--- src/hw/rtl/fbb_pkg.sv ---
// ----------------------------------------------------------------------------
// fbb_pkg
// types and constants shared by the free block bitmap modules
// ----------------------------------------------------------------------------
`default_nettype none

package fbb_pkg;

  // widths fixed by the item and register fields
  localparam int IDX_W   = 10;  // bit index
  localparam int CNT_W   = 11;  // bit count, free count
  localparam int CNT_MAX = (2 ** CNT_W) - 1;

  // map words
  localparam int WORD_BITS = 32;
  localparam int POS_W     = 5;  // bit position inside a word
  localparam int WIDX_W    = CNT_W - POS_W + 1;  // word index, holds word count too
  localparam int ZCNT_W    = POS_W + 1;  // zero count of one word

  // action codes
  localparam logic [1:0] ACT_USE  = 2'd0;
  localparam logic [1:0] ACT_FREE = 2'd1;
  localparam logic [1:0] ACT_TEST = 2'd2;

  // per-word evaluation result
  typedef struct packed {
    logic              has_zero;
    logic [POS_W-1:0]  zero_pos;
    logic [ZCNT_W-1:0] zero_cnt;
  } word_eval_t;

endpackage

`default_nettype wire

--- src/hw/rtl/fbb_map_ram.sv ---
// ----------------------------------------------------------------------------
// fbb_map_ram
// single write, single read map memory with registered read data
// ----------------------------------------------------------------------------
`default_nettype none

module fbb_map_ram #(
  parameter int DEPTH = 32,
  parameter int AW    = 5
) (
  input  wire logic                           clk,
  input  wire logic                           we,
  input  wire logic [AW-1:0]                  waddr,
  input  wire logic [fbb_pkg::WORD_BITS-1:0]  wdata,
  input  wire logic [AW-1:0]                  raddr,
  output logic      [fbb_pkg::WORD_BITS-1:0]  rdata
);

  logic [fbb_pkg::WORD_BITS-1:0] mem [DEPTH];

  always_ff @(posedge clk) begin
    if (we) begin
      mem[waddr] <= wdata;
    end
    rdata <= mem[raddr];
  end

endmodule

`default_nettype wire

--- src/hw/rtl/fbb_word_eval.sv ---
// ----------------------------------------------------------------------------
// fbb_word_eval
// masks one map word to the valid range, finds its lowest clear bit and
// counts its clear bits
// ----------------------------------------------------------------------------
`default_nettype none

module fbb_word_eval (
  input  wire logic [fbb_pkg::WORD_BITS-1:0] word,
  input  wire logic [fbb_pkg::WIDX_W-1:0]    word_idx,
  input  wire logic [fbb_pkg::CNT_W-1:0]     eff,
  output fbb_pkg::word_eval_t                ev
);

  logic [fbb_pkg::WORD_BITS-1:0] mask;
  logic [fbb_pkg::WORD_BITS-1:0] clear_bits;
  logic [fbb_pkg::WIDX_W-1:0]    full_words;

  assign full_words = {1'b0, eff[fbb_pkg::CNT_W-1:fbb_pkg::POS_W]};

  always_comb begin
    if (word_idx < full_words) begin
      mask = '1;
    end else if (word_idx == full_words) begin
      mask = (fbb_pkg::WORD_BITS'(1) << eff[fbb_pkg::POS_W-1:0]) - fbb_pkg::WORD_BITS'(1);
    end else begin
      mask = '0;
    end
  end

  assign clear_bits = ~word & mask;

  // priority encode from the top so the lowest clear bit wins
  always_comb begin
    ev.has_zero = |clear_bits;
    ev.zero_pos = '0;
    ev.zero_cnt = '0;
    for (int i = fbb_pkg::WORD_BITS - 1; i >= 0; i--) begin
      if (clear_bits[i]) begin
        ev.zero_pos = fbb_pkg::POS_W'(i);
      end
    end
    for (int i = 0; i < fbb_pkg::WORD_BITS; i++) begin
      ev.zero_cnt = ev.zero_cnt + fbb_pkg::ZCNT_W'(clear_bits[i]);
    end
  end

endmodule

`default_nettype wire

--- src/hw/rtl/free_block_bitmap_unit.sv ---
// ----------------------------------------------------------------------------
// free_block_bitmap_unit
// block allocation map with running free count and first-free search
// ----------------------------------------------------------------------------
// The map is held as 32-bit words in one memory with registered read data. An
// item is taken when start is high and busy is low; busy then stays high
// until the result goes out. An in-range item reads its word, writes it back
// modified on the next cycle, and then the map is scanned one word per cycle
// from word 0 until a clear bit below the valid count turns up or the valid
// words run out. The result shows on the output ports for exactly one cycle
// with done high; there is no back-pressure, so capture it on that cycle. The
// valid count is the effective bit count (bits_in_use capped at MAP_BITS and
// at the 11-bit maximum); an out-of-range item skips the write step and goes
// straight to the scan. The scan is word-serial through the map memory's
// single read port. After reset a clearing pass writes zero to every word with
// busy high. A write to bits_in_use while idle with no item taken, on the last
// clearing cycle or during a recount starts a recount of the free counter over
// the new valid range with busy high.
// ----------------------------------------------------------------------------
`default_nettype none

module free_block_bitmap_unit #(
  parameter int MAP_BITS = 1024
) (
  input  wire logic                       clk,
  input  wire logic                       rst,
  // item in
  input  wire logic                       start,
  output logic                            busy,
  input  wire logic [1:0]                 action,
  input  wire logic [fbb_pkg::IDX_W-1:0]  blk_index,
  // configuration
  input  wire logic                       cfg_wr_en,
  input  wire logic [fbb_pkg::CNT_W-1:0]  cfg_wr_data,
  // result out
  output logic                            done,
  output logic                            status,
  output logic                            bit_value,
  output logic [fbb_pkg::IDX_W-1:0]       first_free_index,
  output logic                            none_free,
  output logic [fbb_pkg::CNT_W-1:0]       free_total
);

  // map geometry
  localparam int NWORDS = (MAP_BITS + fbb_pkg::WORD_BITS - 1) / fbb_pkg::WORD_BITS;
  localparam int AW     = (NWORDS > 1) ? $clog2(NWORDS) : 1;
  localparam logic [AW-1:0] LAST_WORD = AW'(NWORDS - 1);
  // largest effective count the 11-bit register can express for this map
  localparam logic [fbb_pkg::CNT_W-1:0] MAP_CAP =
    fbb_pkg::CNT_W'((MAP_BITS > fbb_pkg::CNT_MAX) ? fbb_pkg::CNT_MAX : MAP_BITS);
  localparam logic [fbb_pkg::CNT_W-1:0] BITS_RESET = fbb_pkg::CNT_W'(1024);

  // sequencer states
  localparam logic [2:0] ST_CLEAR  = 3'd0;  // zeroing the map after reset
  localparam logic [2:0] ST_IDLE   = 3'd1;
  localparam logic [2:0] ST_MODIFY = 3'd2;  // read data back, write word
  localparam logic [2:0] ST_SCAN   = 3'd3;  // first-free search
  localparam logic [2:0] ST_COUNT  = 3'd4;  // free recount after a count write

  logic [2:0]                  state;
  logic [fbb_pkg::CNT_W-1:0]   bits_in_use;
  logic [fbb_pkg::CNT_W-1:0]   free_counter;
  logic [fbb_pkg::CNT_W-1:0]   count_acc;
  logic [AW-1:0]               clr_addr;

  // latched item
  logic [1:0]                  action_r;
  logic [fbb_pkg::IDX_W-1:0]   idx_r;
  logic                        status_r;
  logic                        bit_value_r;

  // scan pipeline: issue counter and tag of the word whose data is back
  logic [fbb_pkg::WIDX_W-1:0]  rd_cnt;
  logic                        pend;
  logic [fbb_pkg::WIDX_W-1:0]  pend_tag;

  // memory port
  logic                        ram_we;
  logic [AW-1:0]               ram_waddr;
  logic [fbb_pkg::WORD_BITS-1:0] ram_wdata;
  logic [AW-1:0]               ram_raddr;
  logic [fbb_pkg::WORD_BITS-1:0] ram_rdata;

  logic [fbb_pkg::CNT_W-1:0]   eff;
  logic [fbb_pkg::CNT_W:0]     eff_round;
  logic [fbb_pkg::WIDX_W-1:0]  n_words;
  logic                        issue;
  logic                        accept;
  logic                        in_range;
  fbb_pkg::word_eval_t         ev;

  // modify path
  logic [fbb_pkg::POS_W-1:0]   bit_pos;
  logic                        old_bit;
  logic                        new_bit;
  logic [fbb_pkg::WORD_BITS-1:0] pos_mask;

  // effective count and the number of words it covers
  assign eff       = (bits_in_use > MAP_CAP) ? MAP_CAP : bits_in_use;
  assign eff_round = {1'b0, eff} + (fbb_pkg::CNT_W + 1)'(fbb_pkg::WORD_BITS - 1);
  assign n_words   = eff_round[fbb_pkg::CNT_W:fbb_pkg::POS_W];

  assign busy     = (state != ST_IDLE);
  assign accept   = start && !busy;
  assign in_range = ({1'b0, blk_index} < eff);
  assign issue    = (rd_cnt < n_words);

  // bit update of the word that came back
  assign bit_pos  = idx_r[fbb_pkg::POS_W-1:0];
  assign old_bit  = ram_rdata[bit_pos];
  assign pos_mask = fbb_pkg::WORD_BITS'(1) << bit_pos;

  always_comb begin
    case (action_r)
      fbb_pkg::ACT_USE:  new_bit = 1'b1;
      fbb_pkg::ACT_FREE: new_bit = 1'b0;
      default:           new_bit = old_bit;  // test, and the unused code
    endcase
  end

  // memory port steering
  always_comb begin
    ram_we    = 1'b0;
    ram_waddr = clr_addr;
    ram_wdata = '0;
    ram_raddr = AW'(rd_cnt);
    unique case (state)
      ST_CLEAR: begin
        ram_we = 1'b1;
      end
      ST_IDLE: begin
        // start the word read straight from the item port
        ram_raddr = AW'(blk_index[fbb_pkg::IDX_W-1:fbb_pkg::POS_W]);
      end
      ST_MODIFY: begin
        ram_we    = 1'b1;
        ram_waddr = AW'(idx_r[fbb_pkg::IDX_W-1:fbb_pkg::POS_W]);
        ram_wdata = new_bit ? (ram_rdata | pos_mask) : (ram_rdata & ~pos_mask);
      end
      ST_SCAN, ST_COUNT: begin
        ram_raddr = AW'(rd_cnt);
      end
      default: begin
        ram_we = 1'b0;
      end
    endcase
  end

  fbb_map_ram #(
    .DEPTH (NWORDS),
    .AW    (AW)
  ) u_map (
    .clk   (clk),
    .we    (ram_we),
    .waddr (ram_waddr),
    .wdata (ram_wdata),
    .raddr (ram_raddr),
    .rdata (ram_rdata)
  );

  // evaluates the word that came back in the scan or the recount
  fbb_word_eval u_eval (
    .word     (ram_rdata),
    .word_idx (pend_tag),
    .eff      (eff),
    .ev       (ev)
  );

  always_ff @(posedge clk) begin
    if (rst) begin
      state       <= ST_CLEAR;
      bits_in_use <= BITS_RESET;
      clr_addr    <= '0;
      done        <= 1'b0;
      pend        <= 1'b0;
      rd_cnt      <= '0;
    end else begin
      done <= 1'b0;

      // register always written; idle with no item taken, a recount follows
      if (cfg_wr_en) begin
        bits_in_use <= cfg_wr_data;
      end

      unique case (state)
        ST_CLEAR: begin
          clr_addr <= clr_addr + AW'(1);
          if (clr_addr == LAST_WORD) begin
            // every bit free: the count equals the valid range
            free_counter <= eff;
            state        <= ST_IDLE;
            if (cfg_wr_en) begin
              // count written on the last clearing cycle: recount the new range
              rd_cnt    <= '0;
              pend      <= 1'b0;
              count_acc <= '0;
              state     <= ST_COUNT;
            end
          end
        end

        ST_IDLE: begin
          if (accept) begin
            action_r    <= action;
            idx_r       <= blk_index;
            status_r    <= !in_range;
            bit_value_r <= 1'b0;
            rd_cnt      <= '0;
            pend        <= 1'b0;
            state       <= in_range ? ST_MODIFY : ST_SCAN;
          end else if (cfg_wr_en) begin
            rd_cnt    <= '0;
            pend      <= 1'b0;
            count_acc <= '0;
            state     <= ST_COUNT;
          end
        end

        ST_MODIFY: begin
          bit_value_r <= new_bit;
          if (old_bit && !new_bit) begin
            free_counter <= free_counter + fbb_pkg::CNT_W'(1);
          end else if (!old_bit && new_bit) begin
            free_counter <= free_counter - fbb_pkg::CNT_W'(1);
          end
          state <= ST_SCAN;
        end

        ST_SCAN: begin
          pend     <= issue;
          pend_tag <= rd_cnt;
          if (issue) begin
            rd_cnt <= rd_cnt + fbb_pkg::WIDX_W'(1);
          end
          if (pend && ev.has_zero) begin
            done             <= 1'b1;
            none_free        <= 1'b0;
            first_free_index <= fbb_pkg::IDX_W'({pend_tag, ev.zero_pos});
            state            <= ST_IDLE;
          end else if (!pend && !issue) begin
            done             <= 1'b1;
            none_free        <= 1'b1;
            first_free_index <= '0;
            state            <= ST_IDLE;
          end
          status     <= status_r;
          bit_value  <= bit_value_r;
          free_total <= free_counter;
        end

        ST_COUNT: begin
          if (cfg_wr_en) begin
            // count changed again: restart the recount
            rd_cnt    <= '0;
            pend      <= 1'b0;
            count_acc <= '0;
          end else begin
            pend     <= issue;
            pend_tag <= rd_cnt;
            if (issue) begin
              rd_cnt <= rd_cnt + fbb_pkg::WIDX_W'(1);
            end
            if (pend) begin
              count_acc <= count_acc + fbb_pkg::CNT_W'(ev.zero_cnt);
            end
            if (!pend && !issue) begin
              free_counter <= count_acc;
              state        <= ST_IDLE;
            end
          end
        end

        default: begin
          state <= ST_IDLE;
        end
      endcase
    end
  end

endmodule

`default_nettype wire

--- config.mk ---
export PLATFORM = sky130hd
export DESIGN_NAME = free_block_bitmap_unit
export DESIGN_NICKNAME = d
export VERILOG_FILES = /design/src/hw/rtl/fbb_pkg.sv /design/src/hw/rtl/fbb_map_ram.sv /design/src/hw/rtl/fbb_word_eval.sv /design/src/hw/rtl/free_block_bitmap_unit.sv
export SDC_FILE = /design/constraint.sdc
export NUM_CORES = 2
export LEC_CHECK = 0
export CAP_MARGIN = 15
export CELL_PAD_IN_SITES_DETAIL_PLACEMENT = 0
export CELL_PAD_IN_SITES_GLOBAL_PLACEMENT = 2
export CORE_ASPECT_RATIO = 0.5
export CORE_MARGIN = 4
export CORE_UTILIZATION = 30
export DETAILED_ROUTE_END_ITERATION = 7
export DONT_BUFFER_PORTS = 1
export GPL_TIMING_DRIVEN = 1
export MAX_ROUTING_LAYER = met4
export PLACE_DENSITY_LB_ADDON = 0.1
export SLEW_MARGIN = 20
export SYNTH_ARGS = -nofsm -noshare
export SYNTH_HDL_FRONTEND = slang
export SYNTH_HIERARCHICAL = 1
export SYNTH_SLANG_ARGS = --single-unit
--- constraint.sdc ---
create_clock -name clk -period 7.98 [get_ports clk]
set_input_delay 1.197 -clock clk [delete_from_list [all_inputs] [get_ports clk]]
set_output_delay 1.197 -clock clk [all_outputs]
set_load 0.01 [all_outputs]
Word level (Yosys, flattened, before mapping)
Memories as Yosys holds them, arrays and structs flattened. A register that Yosys moved wholly into a read port is not among the register bits.
Cells that the tools add are included.

cells by class
  add/subtract/negate cells = 38
  $mul = 0
  reductions and logical operators = 31
  equality and inequality tests = 16
  divide/modulo/power cells = 0
  shift operators = 2
  magnitude comparators = 5
  multiplexer cells = 86
  bitwise operators = 7

operator list
  cell                                                                   number
  6-bit by 1-bit adder with 6-bit output                                 30
  5-bit two-way mux                                                      34
  32-bit two-way mux                                                     4
  11-bit two-way mux                                                     11
  11-bit one-hot mux with 3 select lines                                 2
  32-bit bitwise AND                                                     2
  32-bit inverter                                                        2
  1-bit by 5-bit left shift with 32-bit output (first input constant)    2
  7-bit two-way mux                                                      6
  32-bit bitwise OR                                                      1
  32-bit OR reduction                                                    1
  32-bit by 2-bit subtractor with 32-bit output (second input constant)  1
  7-bit one-hot mux with 4 select lines                                  1
  3-bit two-way mux                                                      7
  10-bit two-way mux                                                     2
  3-bit one-hot mux with 5 select lines                                  1
  3-bit AND reduction                                                    5
  7-bit one-hot mux with 2 select lines                                  1
  1-bit two-way mux                                                      13
  11-bit by 5-bit adder with 12-bit output (second input constant)       1
  11-bit by 1-bit adder with 11-bit output (second input constant)       1
  11-bit by 6-bit adder with 11-bit output                               1
  11-bit greater-than comparator (second input constant)                 1
  10-bit by 11-bit less-than comparator with 1-bit output                1
  other kinds (31)                                                       54

storage, ports and cells
  memory bits (read-only) = 0
  bits of input ports = 27
  bits in writable memories = 1,024
  latch bits = 0
  memories = 1
  output and inout port bits = 26
  register bits after elaboration = 95
  word-level logic and storage cells = 204

memory list
  name       words  bits a word  rd ports  clocked after Yosys merged registers in  wr ports  line               RTL
  u_map.mem  32     32           1         1                                        1         fbb_map_ram.sv:19  logic [fbb_pkg::WORD_BITS-1:0] mem [DEPTH];

Logic depth before layout (Yosys ltp)
  depth after elaboration = 42
  gate-level depth with buffers = 34

Hierarchy
The synthesis kept the hierarchy.

by module, submodules not included
  module                  times used  area each (sq um)  cells an instance
  fbb_map_ram             1           40,492.6           2,260
  free_block_bitmap_unit  1           6,119.6            623
  fbb_word_eval           1           2,458.6            313

Worst setup path before layout
No wires, ideal clock.

  path type = reg2reg
  start = register bits_in_use[10] (netlist name)
  end = register count_acc[6] (netlist name) (data pin)
  clock period less this slack = 7,594 ps
  cell stages (with the launch flop) = 33
  arrival = 7,324 ps
  buffers on the path = 2
  setup slack = 386 ps
  setup time = 270 ps
  cells stage by stage = dfxtp_1 clkbuf_1 nand2b_1 inv_1 inv_1 ha_1 a21o_1 a211oi_2 nand2_4 buf_4 a21oi_1 fa_1 fa_1 inv_1 fa_1 inv_1 fa_1 fa_1 inv_1 fa_1 inv_1 ha_1 inv_1 fa_1 inv_1 inv_1 fa_1 nor2b_1 o21ai_0 a21boi_0 o21a_1 o21a_1 nor3_1

RTL lines
  element                 line                           RTL
  from (decl)             free_block_bitmap_unit.sv:61   logic [fbb_pkg::CNT_W-1:0] bits_in_use;
  from (signal assigned)  free_block_bitmap_unit.sv:182  bits_in_use <= cfg_wr_data;
  to (signal assigned)    free_block_bitmap_unit.sv:264  count_acc <= count_acc + fbb_pkg::CNT_W'(ev.zero_cnt);
  to (decl)               free_block_bitmap_unit.sv:63   logic [fbb_pkg::CNT_W-1:0] count_acc;

==> run_results.csv <==
group,metric,value,unit
worst_setup_path,start_kind,"register",
timing,slew_headroom,0.237,
timing,slew_violations,0,
detailed_routing,drt_iter0_drc,2462,
synth,synth_ff_type,"edfxtp_1",
worst_setup_path,crit_top_cell,"fa_1",
detailed_routing,final_antenna_net_count,0,
timing,setup_viol,0,
worst_hold_path,hold_path_class,"register to register",
run_status,outcome,"finished, final reports clean",
placement,dp_hpwl,91.6,mm
worst_setup_path,cp.arrival,8.17,ns
floorplan,initial_core_util,0.303,
finish,multi_input_area,14400,µm²
detailed_routing,drt_drc_violations_left,0,
detailed_routing,drt_wl_total,163,mm
global_routing,grt_pass1_wl,228,mm
clock_tree,cts_inserted_buffers,114,
detailed_routing,viasPerCell,5.15,
worst_setup_path,crit_path_max_fanout,8,
detailed_routing,num_vias,28613,
placement,place_congestion,0.841,
synth,synthTopCellsByArea,"edfxtp_1 67%, mux2i_1 11%, dfxtp_1 2.4%",
synth,synth_top_area_frac,0.668,
clock_tree,hold_buffers,0,
global_routing,grt_pass1_vias,28072,
worst_setup_path,slowest_delay,0.52,ns
synth,synth_fp_nets,3298,
finish,final_area,56200,µm²
synth,ys_ff_latch,1151,
global_routing,grt.met3_usage,0.0296,
placement,placed_area,52500,µm²
worst_setup_path,critPathKind,"register to register",
finish,area_growth,14.5,%
flow_run,maxCapViolCount,0,
floorplan,coreArea,162000,µm²
finish,fill_cells,15525,
clock_tree,clk_latency,0.75,ns
synth,ys_warn_count,6,
pwr,peakVddDrop,0.191,mV
synth,synth_cell_types,103,
global_routing,antenna_found_initial,4,
floorplan,ios,53,
finish,seq_area,34000,µm²
worst_setup_path,cpLargestDelayFamily,"adder cells",
clock_tree,root_buffer,"clkbuf_16",
worst_setup_path,cp_slowest_cell,"fa_1",
timing,fin_crit_sh,0.955,
synth,syn_inst,3196,
global_routing,overflow,0,
floorplan,die_w,580,µm
detailed_routing,first_pass_iters,6,
worst_setup_path,reg2reg_slack,0.36,ns
timing,clock_skew,0.0541,ns
timing,fin_tns_setup,0,ns
clock_tree,path_clk_slew,0.06,ns
timing,worst_slew_pin_slew,1.14,ns
global_routing,use_met1,0.278,
clock_tree,cts_setup_buffers,0,
global_routing,grt_use_total,0.194,
timing,hold_viol,0,
pwr,p_leak,17.6,nW
synth,netlist_area,49100,µm²
placement,dp.cells,5334,
synth,yosysTopAreaCell,"edfxtp_1",
worst_setup_path,crit_buf_inv,9,
global_routing,grt_max_degree,102,
worst_setup_path,critPathCaptureType,"register",
finish,layout.cells.non_filler,5553,
floorplan,die_y,294,µm
clock_tree,numClockSinks,1151,
detailed_routing,wl_per_cell,29.4,µm
worst_setup_path,required,8.52,ns
clock_tree,clk_path_buf_depth,3,
synth,synth-edff-count,1091,
timing,fmax,131,MHz
floorplan,std_cell_rows,104,
finish,fin_util,0.347,
finish,nets,3379,
timing,fin_crit,7.62,ns
clock_tree,htreeDepth,3,
timing,rsz0062_at_grt,"false",
global_routing,grt_busiest_layer,"met2",
synth,async_flop_share,0,
clock_tree,cts_tree,"done",
finish,layout-drive-gt1-share,0.130,
synth,ys_seq_area_frac,0.692,
pwr,power_density,233,nW/µm²
global_routing,gr-usage-met2,0.297,
floorplan,die-area,170000,µm²
synth,syn_area_per_cell,15.4,µm²
placement,numPortBuffers,0,
clock_tree,cts-resized-gates,0,
==> cell usage after synthesis (all sizes together), types with 21 or more instances <==
| library cell | count |
|---|---|
| ha | 49 |
| fa | 26 |
| inv | 65 |
| o21ai | 39 |
| nand3 | 118 |
| edfxtp | 1091 |
| a21oi | 165 |
| nor3 | 54 |
| a31oi | 64 |
| dfxtp | 60 |
| a22oi | 137 |
| clkbuf | 67 |
| nand2b | 21 |
| nor2 | 110 |
| buf | 112 |
| nand2 | 165 |
| nor2b | 21 |
| mux2i | 537 |
| a22o | 65 |
==> area by class of cell <==
cell class / instances / share of cell area
Clock buffer: 158 / 0.0554
Clock inverter: 55 / 0.00851
Multi-Input combinational cell: 1801 / 0.256
Timing Repair Buffer: 144 / 0.0220
Tap cell: 2173 / 0.0484
Inverter: 65 / 0.00434
Sequential cell: 1151 / 0.605
Antenna cell: 6 / 0.000267
==> worst register-to-register path: cells and delay by family, from the launching register on <==
kind | cells | cell delay (ns)
AOI/OAI and AO/OA | 7 | 1.38
buffers and inverters | 9 | 0.92
and+or+nand+nor | 4 | 0.58
adders and majority gates | 10 | 4.07
xor gates and xnor gates | 1 | 0.14
DFF | 1 | 0.36
==> cells in the final DEF, fill, tap and decap left out, drive strengths merged, types with 12 or more instances in the layout <==
master	n
nand3	118
nor2	110
a21oi	165
clkbuf	158
fa	26
a22o	65
nand2	165
nand3b	12
nand2b	21
inv	67
and3	18
clkinv	46
edfxtp	1091
dfxtp	60
a22oi	137
o21ai	39
nor2b	21
ha	49
a31oi	64
mux2i	537
nor3	54
buf	144
a21o	13
==> metal layers <==
layer	routed length [µm]	part of all wire
met1	80400	0.49
met2	73700	0.45
met3	7030	0.043
met4	2320	0.014
met5	0	0
==> logic make-up after synthesis <==
kind of cell,count (synthesis),share of synthesized area
xor gates and xnor gates,22,0.00393
other,1,0.0000764
AOI/OAI and AO/OA,576,0.0822
DFF,1151,0.692
and+or+nand+nor,579,0.0595
adders and majority gates,75,0.0231
buffers and inverters,244,0.0258
muxes,548,0.113
==> power breakdown <==
part	switching [W]	internal, W
clock	0.00236	0.00292
sequential	0.0000920	0.00661
combinational	0.000644	0.000442
total	0.00310	0.00997
==> state kept, by name, indices dropped and copies added (netlist names), 2 cells and up <==
| signal | cells |
|---|---|
| bits_in_use | 11 |
| first_free_index | 10 |
| free_counter | 11 |
| clr_addr | 5 |
| action_r | 2 |
| u_map/rdata | 32 |
| u_map/mem | 1024 |
| rd_cnt | 7 |
| count_acc | 11 |
| idx_r | 10 |
| pend_tag | 7 |
| state | 3 |
| free_total | 11 |
==> path summary, 6_finish.rpt <==
| check | startpoint | end | cells past startpoint |
|---|---|---|---|
| min reg2reg | free_counter[2]$_DFFE_PP_ | free_total[2]$_DFFE_PP_ | 0 |
| max | bits_in_use[10]$_SDFFE_PP1P_ | count_acc[6]$_SDFFCE_PP0P_ | 31 |
| min | free_counter[2]$_DFFE_PP_ | free_total[2]$_DFFE_PP_ | 0 |
| max reg2reg | bits_in_use[10]$_SDFFE_PP1P_ | count_acc[6]$_SDFFCE_PP0P_ | 31 |
==> through the flow <==
step | total power [W] | setup slack [ns] | hold WS (ns)
2_1_floorplan | 0.00755 | 0.386 | 0.400
3_3_place_gp | 0.00795 | 0.136 | 0.445
3_5_place_dp | 0.00793 | 0.183 | 0.450
4_1_cts | 0.0132 | 0.187 | 0.468
5_1_grt | 0.0137 | 0.0262 | 0.484
6_report | 0.0131 | 0.356 | 0.467
(Power assumes the default switching activity.)
